<file path="config.mk">
export PLATFORM = sky130hd
export DESIGN_NAME = fplc_ctrl
export DESIGN_NICKNAME = d
export VERILOG_FILES = /design/src/fplc_pkg.sv /design/src/fplc_ctrl.sv
export SDC_FILE = /design/constraint.sdc
export NUM_CORES = 1
export LEC_CHECK = 0
export ABC_AREA = 1
export BUFFER_PORTS_ARGS = -buffer_cell sky130_fd_sc_hd__clkbuf_2
export CAP_MARGIN = 20
export CORE_MARGIN = 5
export CORE_UTILIZATION = 45
export CTS_CLUSTER_DIAMETER = 150
export DETAILED_ROUTE_END_ITERATION = 16
export GPL_ROUTABILITY_DRIVEN = 0
export PLACE_DENSITY = 0.66
export SYNTH_ARGS = -nofsm -noshare
export SYNTH_HDL_FRONTEND = slang
export SYNTH_SLANG_ARGS = --single-unit
export TNS_END_PERCENT = 20
</file>
<file path="constraint.sdc">
create_clock -name clk -period 1.9 [get_ports clk]
set_input_delay 0.095 -clock clk [delete_from_list [all_inputs] [get_ports clk]]
set_output_delay 0.095 -clock clk [all_outputs]
set_load 0.05 [all_outputs]
</file>
<file path="src/fplc_pkg.sv">
// Shared constants, types and command/status structures of the Fenwick level counter.
`default_nettype none
package fplc_pkg;

	localparam int COORD_SPAN = 32768;
	localparam int MAX_POINTS = 16384;

	localparam int COORD_W = 15;
	localparam int BIN_W = 14;
	localparam int LEVEL_W = 14;
	localparam int COUNT_W = 15;

	localparam int TREE_AW = $clog2(COORD_SPAN);
	localparam int HIST_AW = $clog2(MAX_POINTS);
	localparam int IDX_W = TREE_AW + 1;
	localparam int TOTAL_W = $clog2(MAX_POINTS) + 1;

	typedef enum logic [0:0] {
		OP_INSERT = 1'b0,
		OP_READ   = 1'b1
	} op_t;

	typedef struct packed {
		logic load;
		logic q_step;
		logic u_start;
		logic u_step;
		logic hist_rd;
		logic hist_wr;
		logic clr_step;
		logic fin;
	} cmd_t;

	typedef struct packed {
		logic q_last;
		logic u_last;
		logic clr_last;
		logic is_full;
		logic out_free;
	} stat_t;

endpackage
`default_nettype wire

</file>
<file path="src/fplc_ctrl.sv">
// Controller state machine sequencing the clearing pass, tree walks and histogram update.
`default_nettype none
module fplc_ctrl import fplc_pkg::*; (
	input  wire logic  clk,
	input  wire logic  arst_n,
	input  wire logic  in_valid,
	input  wire op_t   in_operation,
	input  wire stat_t stat,
	output      logic  in_ready,
	output      cmd_t  cmd
);
	typedef enum logic [9:0] {
		S_CLEAR  = 10'b00_0000_0001,
		S_IDLE   = 10'b00_0000_0010,
		S_QRY    = 10'b00_0000_0100,
		S_QDRAIN = 10'b00_0000_1000,
		S_HRD    = 10'b00_0001_0000,
		S_HWR    = 10'b00_0010_0000,
		S_UPD    = 10'b00_0100_0000,
		S_UDRAIN = 10'b00_1000_0000,
		S_BRD    = 10'b01_0000_0000,
		S_FIN    = 10'b10_0000_0000
	} state_t;

	state_t state_q;
	state_t state_d;

	assign in_ready = (state_q == S_IDLE);

	always_comb begin
		state_d = state_q;
		cmd = '0;
		unique case (state_q)
			S_CLEAR: begin
				cmd.clr_step = 1'b1;
				if (stat.clr_last) begin
					state_d = S_IDLE;
				end
			end
			S_IDLE: begin
				if (in_valid) begin
					cmd.load = 1'b1;
					priority if (in_operation == OP_READ) begin
						state_d = S_BRD;
					end else if (stat.is_full) begin
						state_d = S_FIN;
					end else begin
						state_d = S_QRY;
					end
				end
			end
			S_QRY: begin
				cmd.q_step = 1'b1;
				if (stat.q_last) begin
					state_d = S_QDRAIN;
				end
			end
			S_QDRAIN: begin
				cmd.u_start = 1'b1;
				state_d = S_HRD;
			end
			S_HRD: begin
				cmd.hist_rd = 1'b1;
				state_d = S_HWR;
			end
			S_HWR: begin
				cmd.hist_wr = 1'b1;
				state_d = S_UPD;
			end
			S_UPD: begin
				cmd.u_step = 1'b1;
				if (stat.u_last) begin
					state_d = S_UDRAIN;
				end
			end
			S_UDRAIN: begin
				state_d = S_FIN;
			end
			S_BRD: begin
				cmd.hist_rd = 1'b1;
				state_d = S_FIN;
			end
			S_FIN: begin
				if (stat.out_free) begin
					cmd.fin = 1'b1;
					state_d = S_IDLE;
				end
			end
			default: begin
				state_d = S_CLEAR;
			end
		endcase
	end

	always_ff @(posedge clk or negedge arst_n) begin
		if (!arst_n) begin
			state_q <= S_CLEAR;
		end else begin
			state_q <= state_d;
		end
	end
endmodule
`default_nettype wire
</file>
[Word level (Yosys, flattened, before mapping)]
Cells that the tools add are included.
Word-level totals
  bits of input ports: 9
  output and inout bits: 9
  bits in registers: 10
  word-level logic and storage cells: 37
Operators by class
  equal/unequal tests: 15
  reductions and logical operators: 3
  mux-type cells: 18
Operators with widths (number)
  10-bit case mux with 9 select lines: 1
  10-bit two-way mux: 7
  10-bit by 1-bit equality test with 1-bit output, second input constant: 1
  10-bit equality test, second input constant: 1
  10-bit by 2-bit equality test with 1-bit output, second input constant: 1
  10-bit by 3-bit equality test with 1-bit output, second input constant: 1
  10-bit by 4-bit equality test with 1-bit output, second input constant: 1
  10-bit by 5-bit equality test with 1-bit output, second input constant: 1
  10-bit by 6-bit equality test with 1-bit output, second input constant: 1
  10-bit by 7-bit equality test with 1-bit output, second input constant: 1
  10-bit by 8-bit equality test with 1-bit output, second input constant: 1
  10-bit by 9-bit equality test with 1-bit output, second input constant: 1
  1-bit two-way mux: 10
  2-bit inequality test, second input constant: 5
  5-bit AND reduction: 1
  2-bit OR reduction: 2

[Logic depth before layout (Yosys ltp)]
Gate-level depths: netlist of run 1.
  depth after elaboration: 4
  mapped depth: 10

[Least setup slack after synthesis of run 1]
No wires, ideal clock.
  path type: register -> output
  start point: register state_q[4]
  end point: output port cmd[0] in the netlist's numbering
  cell stages (with the launch flop): 6
  data arrival time: 1.484 ns
  slack: 0.321 ns
  required time: 1.805 ns
  path through: dfrtp_1 > nor2_4 > nand2_4 > nor2_4 > nand2_1 > nor2_1
RTL lines
  start: declaration: line fplc_ctrl.sv:25  | state_t state_q;
  start signal: assignment: line fplc_ctrl.sv:99  | state_q <= state_d;
  end: declaration: line fplc_ctrl.sv:10  | output cmd_t cmd

==> results of run 1 <==
cells in the mapped netlist:
master	instances	area share [%]
nand2_4	3	4.4
nand3_1	6	3.9
dfrtp_1	9	29
nor2_4	4	5.8
nand2_2	4	3.2
nand3_2	3	3.9
inv_1	28	14
o21ai_2	1	1.1
nor2_1	17	8.2
dfstp_2	1	3.4
inv_2	2	0.97
nand2_1	28	14
o22ai_1	1	0.81
nand3b_1	2	1.9
nor3_1	1	0.64
and2_1	1	0.81
nor2_2	6	4.8
kinds of logic after synthesis:
| kind of cell | Yosys count |
|---|---|
| AOI/OAI and AO/OA | 2 |
| and+or+nand+nor | 75 |
| DFF | 10 |
| buffers and inverters | 30 |
layout by cell type (no fill, tap or decap):
| cell type | synthesis | routed |
|---|---|---|
| o21ai_2 | 1 | 1 |
| clkbuf_4 | 0 | 3 |
| nor2_4 | 4 | 4 |
| inv_2 | 2 | 2 |
| clkbuf_2 | 0 | 17 |
| dlygate4sd3_1 | 0 | 1 |
| nand2_2 | 4 | 4 |
| nor3_1 | 1 | 1 |
| nand3_1 | 6 | 6 |
| and2_1 | 1 | 1 |
| o22ai_1 | 1 | 1 |
| clkbuf_8 | 0 | 1 |
| nor2_1 | 17 | 17 |
| nand2_4 | 3 | 3 |
| dfstp_2 | 1 | 1 |
| nand2_1 | 28 | 28 |
| nor2_2 | 6 | 6 |
| dfrtp_1 | 9 | 9 |
| inv_1 | 28 | 28 |
| nand3_2 | 3 | 3 |
| nand3b_1 | 2 | 2 |
what timing repair did:
item | 4_1_cts | 5_1_grt
resized for setup | 0 | 0
setup endpoints to repair | 0 | 0
hold buffers | 1 | 0
buffers inserted | 0 | 0
endpoints found under the hold margin | 10 | 0
power by group through the flow:
stage / combinational [mW] / sequential (mW) / clock (mW)
final: 0.578 / 0.274 / 0.194
after global routing: 0.638 / 0.278 / 0.214
after CTS: 0.585 / 0.274 / 0.200
after detailed placement: 0.581 / 0.278 / 0
after global placement: 0.575 / 0.279 / 0
after floorplan: 0.478 / 0.275 / 0
path summary, 6_finish.rpt:
path                                    from          to  slack [ns]
worst max-delay path              state_q[2]      cmd[0]        0.22
worst min-delay path            in_operation  state_q[8]        0.05
worst max register to register    state_q[0]  state_q[2]        0.46
worst min register to register    state_q[0]  state_q[0]        0.60
max in group asynchronous             arst_n  state_q[0]        1.40
min in group asynchronous             arst_n  state_q[7]        0.23
routing by layer:
metal  global-route usage [%]  up-vias
met5                        0        -
met4                     6.55        0
met3                     2.58        2
met2                     23.9       13
met1                     18.0      323
li1                         -      387
worst register-to-register path, cell delays in order, from the launching register on:
cell	delay (ns)
dfstp_2	0.55
nor2_2	0.05
nand2_1	0.16
nand3b_1	0.18
nand2_1	0.06
nor2_1	0.11
nand3_2	0.10
nand3_1	0.09
nand2_1	0.05
layout make-up:
class                   instances  area [um2]
clock buffers                   4        36.3
fillers                       168         761
inverters                      30         113
multi-input cells              77         412
flip-flops and latches         10         251
well taps                      17        21.3
repair buffers                 18        95.1
==> results.py, run 1 <==
metrics = {
    "die": {
        "dieWidth_um": 51.5,
        "core_area_um2": 1690,
        "die_h_um": 51.5,
        "initial_core_util_pct": 45.9,
        "die_area_um2": 2650,
        "io_pins": 18,
        "row_count": 15,
    },
    "placement": {
        "hpwl_mm": 1.39,
        "port_buffers": 17,
        "dpl_cell_area_um2": 882,
        "placed_cells_incl_taps": 151,
        "place_ws_ns": 0.456,
    },
    "synth": {
        "syn_area_um2": 776,
        "synthXorXnorAreaFrac_pct": 0,
        "synth_compound_area_share_pct": 1.94,
        "ys_types": 17,
        "synth_top_family_by_area": "simple AND/OR/NAND/NOR gates",
        "yosys_warnings": 0,
        "synth_fp_nets": 126,
        "ys_ff_latch": 10,
        "netlist_instances": 117,
        "synthMuxAreaShare_pct": 0,
        "synth_simple_gate_area_share_pct": 51.1,
        "syn_avg_cell_area_um2": 6.63,
        "ys_seq_area_share_pct": 32.4,
        "yosys.area_share.adder_pct": 0,
    },
    "power": {
        "combPwrFrac_pct": 55.2,
        "power_mw": 1.05,
        "power.share.clock_pct": 18.6,
        "powerDensity_nw_per_um2": 1130,
        "vdd_drop_max_uv": 767,
        "switching_share_pct": 48.3,
        "internal_power_uw": 541,
        "pwr-share-seq_pct": 26.2,
        "p_leak_nw": 0.617,
        "p_sw_uw": 505,
    },
    "global_route": {
        "grt_overflow_total": 0,
        "grt_pass1_vias": 689,
        "grt_pass1_wl_mm": 2.84,
        "globalRouteTotalUtil_pct": 14.4,
        "antenna_found_initial": 0,
        "grt_max_degree": 11,
    },
    "timing": {
        "slew_violations": 0,
        "rsz0062_at_grt": "false",
        "hold_slack_ns": 0.0536,
        "fin_crit_ns": 1.68,
        "fin_worst_skew_ns": 0.000438,
        "tns_ns": 0,
        "max_clock_freq_ghz": 0.596,
        "fin_crit_sh_pct": 88.3,
        "finalSetupViolCount": 0,
        "worst-slew-pin-transition_ns": 0.280,
        "fin_ws_ns": 0.223,
        "relSlewSlack_pct": 81.4,
        "finalHoldViolCount": 0,
    },
    "worst_hold_path": {
        "hold_path_class": "input pin to flip-flop",
        "hold_depth": 3,
    },
    "routing": {
        "dr.max_layer_used": "met4",
        "routedWlPerCell_um": 10.3,
        "wl_met3_um": 82,
        "met1Wirelength_um": 698,
        "drtPass1Iterations": 4,
        "drtAntennaViolNets": 0,
        "initialDrtViolationCount": 10,
        "wirelength_mm": 1.61,
        "viasPerCell": 4.65,
        "dr_wl_met2_um": 817,
        "vias": 725,
        "drcViolationCount": 0,
    },
    "critical_path": {
        "start_kind": "flip-flop",
        "reg2reg_depth": 8,
        "max_stage_delay_ns": 0.40,
        "end_kind": "output port",
        "critical-path-slowest-cell": "dfrtp_1",
        "cp_max_fo": 4,
        "critPathKind": "flip-flop to output port",
        "crit_buf_inv": 1,
        "cp.arrival_ns": 1.58,
        "path_cells": "nor2_1 > nand2_1 > nor2_4 > nand2_1 > nor2_1 > clkbuf_2",
        "critPathRequiredTime_ns": 1.80,
        "critPathTopFamily": "simple AND/OR/NAND/NOR gates",
        "crit_cells": 6,
    },
    "final_layout": {
        "finalInstanceArea_um2": 928,
        "final_util_pct": 55.0,
        "antenna_cells": 0,
        "final_cells": 156,
        "largestRegisters": "state_q (10)",
        "drive_gt1_share_pct": 32.4,
        "regMostFlops": "state_q",
        "nNetsFinal": 149,
        "largest_reg_flops": 10,
        "syn_to_final_growth_pct": 19.7,
    },
    "job": {
        "cap_violations": 0,
    },
    "clock_tree": {
        "cts_root_buf": "clkbuf_4",
        "clk_pin_slew_ns": 0.07,
        "cts_num_sinks": 10,
        "cts_tree": "yes",
        "clock_latency_ns": 0.26,
        "clockBufferDepth": 2,
        "htreeDepth": 1,
        "cts_buffers": 3,
    },
    "run_status": {
        "status": "completed",
    },
}
(Power assumes the default switching activity.)
==> run 2, diff against run 1 <==
CORE_UTILIZATION = 50   (was 45)
PLACE_DENSITY = 0.72   (was 0.66)
RECOVER_POWER = 25   (was unset)
clock period = 1.65 ns   (was 1.9 ns; I/O delays follow)
==> run 2 against run 1 <==
Against the previous run:
- sequential share of layout area is 0.95 points lower
- cell count is 0.64% lower
- via count is 3.0% higher
- wire length is 8.5% higher
- non-clock buffer count stayed put
- global-route usage is 0.63 points higher
- highest routed layer unchanged
==> results.py, run 2 (synthesis gave the netlist of run 1 again) <==
metrics = {
    "critical_path": {
        "endpoint": "cmd[6]",
        "max_stage_delay_ns": 0.42,
        "start_kind": "flip-flop",
        "cp_max_fo": 5,
        "crit_cells": 6,
        "reg2reg_depth": 9,
        "critPathTopFamily": "simple AND/OR/NAND/NOR gates",
        "critical-path-slowest-cell": "dfrtp_1",
        "r2r_start": "state_q[0]",
        "critPathRequiredTime_ns": 1.57,
        "critPathKind": "flip-flop to output port",
        "path_cells": "nor2_4 > nand2_4 > nor2_2 > nand2_2 > inv_1 > buf_2",
        "regToRegSetupSlack_ns": 0.21,
        "crit_buf_inv": 2,
        "cp.arrival_ns": 1.50,
        "rr_endpoint": "state_q[2]",
        "end_kind": "output port",
        "startpoint": "state_q[5]",
    },
    "final_layout": {
        "finalInstanceArea_um2": 962,
        "antenna_cells": 0,
        "syn_to_final_growth_pct": 24.0,
        "nNetsFinal": 149,
        "fillCellCount": 132,
        "final_common_cell": "inv_1",
        "drive_gt1_share_pct": 33.8,
        "final_util_pct": 64.6,
        "final_cells": 155,
        "final_cell_mix": "inv_1, nand2_1, nor2_1",
        "regMostFlops": "state_q",
        "largest_reg_flops": 10,
        "largestRegisters": "state_q (10)",
    },
    "die": {
        "die_h_um": 49.4,
        "core_area_um2": 1490,
        "row_count": 14,
        "die_area_um2": 2440,
        "initial_core_util_pct": 52.1,
        "dieWidth_um": 49.4,
        "io_pins": 18,
    },
    "clock_tree": {
        "clk_pin_slew_ns": 0.08,
        "cts_root_buf": "clkbuf_4",
        "clockBufferDepth": 2,
        "clock_latency_ns": 0.27,
        "post-cts-setup-buffers": 0,
        "htreeDepth": 1,
        "cts_tree": "yes",
        "cts_num_sinks": 10,
        "cts_buffers": 3,
    },
    "power": {
        "p_sw_uw": 615,
        "combPwrFrac_pct": 55.7,
        "power.share.clock_pct": 18.0,
        "pwr-share-seq_pct": 26.3,
        "p_leak_nw": 0.623,
        "power_mw": 1.26,
        "switching_share_pct": 48.6,
        "powerDensity_nw_per_um2": 1310,
        "vdd_drop_max_uv": 1130,
        "internal_power_uw": 649,
    },
    "routing": {
        "drtAntennaViolNets": 0,
        "initialDrtViolationCount": 14,
        "drcViolationCount": 0,
        "routedWlPerCell_um": 11.3,
        "viasPerCell": 4.82,
        "vias": 747,
        "drtPass1Iterations": 4,
        "wirelength_mm": 1.75,
    },
    "timing": {
        "max_clock_freq_ghz": 0.632,
        "rsz0062_at_grt": "true",
        "finalHoldViolCount": 0,
        "fin_worst_skew_ns": 0.00588,
        "worst-slew-pin-transition_ns": 0.575,
        "finalSetupViolCount": 0,
        "hold_slack_ns": 0.0511,
        "slew_violations": 0,
        "fin_crit_ns": 1.58,
        "fin_crit_sh_pct": 96.0,
        "relSlewSlack_pct": 61.6,
    },
    "job": {
        "cap_violations": 0,
    },
    "global_route": {
        "globalRouteTotalUtil_pct": 15.0,
        "grt_pass1_wl_mm": 2.90,
        "antenna_found_initial": 0,
        "grt_overflow_total": 0,
        "grt_pass1_vias": 705,
        "grt_max_degree": 11,
    },
    "placement": {
        "dpl_cell_area_um2": 881,
        "placed_cells_incl_taps": 150,
        "hpwl_mm": 1.40,
        "port_buffers": 17,
    },
    "worst_hold_path": {
        "hold_path_class": "input pin to flip-flop",
    },
    "run_status": {
        "status": "completed",
    },
}
==> run 2: worst min path at each step <==
| stage | cells past startpoint | slack (ns) | start | end |
|---|---|---|---|---|
| 6_report | 3 | 0.05 | in_operation | state_q[8] |
| 5_1_grt | 3 | 0.06 | in_operation | state_q[8] |
| 4_1_cts | 3 | 0.05 | in_operation | state_q[8] |
| 3_5_place_dp | 1 | -0.03 | arst_n | state_q[3] |
| 3_3_place_gp | 1 | -0.04 | arst_n | state_q[2] |
| 2_1_floorplan | 0 | -0.21 | arst_n | state_q[1] |
==> run 2: tightest hold or removal path, cell delays in order <==
cell and delay [ns]:
clkbuf_2 0.10, nand2_1 0.06, nor2_1 0.04
==> run 2: final cells by class <==
class | count | area, um2 | share of cell area, %
timing repair buffer | 18 | 113 | 11.7
inverter | 30 | 113 | 11.7
tap | 16 | 20.0 | 2.08
sequential | 10 | 251 | 26.1
multi-input combinational | 77 | 429 | 44.6
clock buffer | 4 | 36.3 | 3.77
==> run 2: metal layers <==
metal | wire (um) | global-route usage (%) | vias up | part of all wire (%)
li1 | - | - | 384 | -
met3 | 82 | 3.06 | 5 | 4.7
met1 | 743 | 17.2 | 339 | 42
met2 | 892 | 26.4 | 19 | 51
met5 | 0 | 0 | - | 0
met4 | 31 | 6.55 | 0 | 1.8
==> run 2: metrics by stage <==
stage	TNS (ns)	setup slack (ns)
6_report	0	0.0666
5_1_grt	-0.0228	-0.0113
4_1_cts	0	0.00972
3_5_place_dp	0	0.179
3_3_place_gp	0	0.187
2_1_floorplan	0	0.0833
==> run 2: power groups by stage <==
stage | Sequential, mW | Clock, mW | Combinational (mW)
after floorplan | 0.317 | 0 | 0.551
after CTS | 0.322 | 0.227 | 0.675
after global routing | 0.335 | 0.240 | 0.774
after detailed placement | 0.325 | 0 | 0.670
after global placement | 0.325 | 0 | 0.655
final | 0.332 | 0.227 | 0.704
==> run 2: what timing repair did <==
item	4_1_cts	5_1_grt
endpoints found under the hold margin	10	0
pin swaps	0	6
endpoints found under the setup margin	2	9
hold buffers	1	0
gates resized for setup	2	21
==> run 3, diff against run 2 <==
CELL_PAD_IN_SITES_DETAIL_PLACEMENT = 0   (was unset)
CELL_PAD_IN_SITES_GLOBAL_PLACEMENT = 2   (was unset)
CORE_UTILIZATION = 27   (was 50)
CTS_CLUSTER_DIAMETER = 30   (was 150)
PLACE_DENSITY = 0.73   (was 0.72)
==> run 3 against run 2 <==
Against the previous run:
- first-iteration DRC count is 36% lower
- combinational power is 4.7% higher
- cell count is 9.7% higher
- sequential share of layout area is 0.92 points lower
- die area is 66% higher
- core utilization is 28 points lower
- clock skew is 0.0014 ns lower
- register-to-register slack hardly changed
- final area is 3.6% higher
- sequential cell count stayed put
- non-clock buffer count stayed put
- critical endpoint is now cmd[0]
- largest cell class unchanged
- largest power group unchanged
- highest routed layer unchanged
==> results.py, run 3 (synthesis gave the netlist of run 1 again) <==
metrics = {
    "die": {
        "die_area_um2": 4040,
        "dieWidth_um": 63.6,
        "initial_core_util_pct": 28.1,
        "row_count": 19,
        "io_pins": 18,
        "core_area_um2": 2760,
        "die_h_um": 63.6,
    },
    "placement": {
        "hpwl_mm": 1.58,
        "place_ws_ns": 0.152,
        "dpl_cell_area_um2": 900,
        "port_buffers": 17,
        "placed_cells_incl_taps": 165,
    },
    "critical_path": {
        "path_cells": "nor2_2 > nand2_2 > nor2_4 > nand2_2 > nor2_4 > buf_8",
        "critical-path-slowest-cell": "dfrtp_1",
        "start_kind": "flip-flop",
        "cp.arrival_ns": 1.50,
        "end_kind": "output port",
        "critPathTopFamily": "simple AND/OR/NAND/NOR gates",
        "critPathRequiredTime_ns": 1.57,
        "crit_buf_inv": 1,
        "critPathKind": "flip-flop to output port",
        "max_stage_delay_ns": 0.40,
        "cp_max_fo": 4,
    },
    "final_layout": {
        "nNetsFinal": 149,
        "final_cell_mix": "inv_1, nand2_1, nor2_1",
        "largest_reg_flops": 10,
        "final_cells": 170,
        "drive_gt1_share_pct": 34.5,
        "syn_to_final_growth_pct": 28.5,
        "regMostFlops": "state_q",
        "largestRegisters": "state_q (10)",
        "finalInstanceArea_um2": 997,
        "final_common_cell": "inv_1",
        "antenna_cells": 0,
    },
    "timing": {
        "slew_violations": 0,
        "max_clock_freq_ghz": 0.632,
        "finalHoldViolCount": 0,
        "finalSetupViolCount": 0,
        "fin_crit_sh_pct": 95.9,
        "fin_worst_skew_ns": 0.00448,
        "fin_crit_ns": 1.58,
        "worst-slew-pin-transition_ns": 0.619,
        "fin_ws_ns": 0.0676,
        "relSlewSlack_pct": 58.7,
        "rsz0062_at_grt": "true",
    },
    "power": {
        "powerDensity_nw_per_um2": 1240,
        "p_leak_nw": 0.619,
        "vdd_drop_max_uv": 912,
        "power_mw": 1.24,
    },
    "global_route": {
        "grt_pass1_vias": 693,
        "antenna_found_initial": 0,
        "grt_pass1_wl_mm": 3.13,
        "globalRouteTotalUtil_pct": 10.0,
        "grt_max_degree": 11,
        "grt_overflow_total": 0,
    },
    "clock_tree": {
        "clk_pin_slew_ns": 0.07,
        "clockBufferDepth": 2,
        "post-cts-setup-buffers": 0,
        "cts_num_sinks": 10,
        "cts_tree": "yes",
        "cts_buffers": 3,
        "clock_latency_ns": 0.27,
        "htreeDepth": 1,
        "cts_root_buf": "clkbuf_4",
    },
    "routing": {
        "routedWlPerCell_um": 11.2,
        "drtAntennaViolNets": 0,
        "drcViolationCount": 0,
        "initialDrtViolationCount": 9,
        "viasPerCell": 4.21,
        "wirelength_mm": 1.90,
        "drtPass1Iterations": 4,
        "vias": 716,
    },
    "job": {
        "cap_violations": 0,
    },
    "worst_hold_path": {
        "hold_path_class": "input pin to flip-flop",
    },
    "run_status": {
        "status": "completed",
    },
}
==> run 3: cell types whose count changed in the layout (fill, tap and decap cells not counted), sizes merged <==
| cell | previous run | this run |
|---|---|---|
| buf | 7 | 5 |
| clkbuf | 14 | 16 |
==> run 3: layout make-up <==
class	instances	area [um2]
Timing Repair Buffer	18	129
Multi-Input combinational cell	77	439
Fill cell	313	1760
Inverter	30	113
Clock buffer	4	26.3
Sequential cell	10	251
Tap cell	31	38.8
==> run 3: stage by stage <==
step	utilization (%)	setup TNS (ns)	hold WS, ns
6_report	36.2	0	0.0417
5_1_grt	36.2	-0.0357	0.0559
4_1_cts	34.4	-0.0302	0.0300
3_5_place_dp	32.6	0	-0.0213
3_3_place_gp	32.6	0	-0.0211
2_1_floorplan	-	0	-0.213
==> run 3: final timing paths <==
path	from	endpoint	slack, ns	cells after the start
min in group asynchronous	arst_n	state_q[4]	0.34	2
worst min register to register	state_q[0]	state_q[0]	0.58	4
worst min-delay path	in_operation	state_q[8]	0.04	3
worst max register to register	state_q[5]	state_q[2]	0.22	8
worst max-delay path	state_q[1]	cmd[0]	0.07	6
max in group asynchronous	arst_n	state_q[1]	0.91	2
==> run 3: what timing repair did <==
action	in CTS	in global routing
pin swaps	0	3
endpoints found under the setup margin	3	9
hold buffers	1	0
resized for setup	4	25
endpoints found under the hold margin	10	0
==> run 3: per-layer routing <==
layer	GRT usage [%]	wire, um
met1	12.1	863
met2	16.4	949
met3	3.37	70
met4	3.90	17
met5	0	0
==> run 3: worst reg2reg max path, cell delays in order (launching register included) <==
cell	delay, ns
dfrtp_1	0.42
nor2_4	0.18
nand2_4	0.12
nor2_4	0.11
nand2_4	0.08
o21ai_2	0.16
nor2_1	0.10
nand3_1	0.11
nand2_1	0.05
==> run 3: report_power, final <==
| group | switching [mW] | total [mW] | internal [mW] |
|---|---|---|---|
| Clock | 0.0894 | 0.183 | 0.0936 |
| Combinational | 0.508 | 0.737 | 0.229 |
| Sequential | 0.0301 | 0.319 | 0.289 |
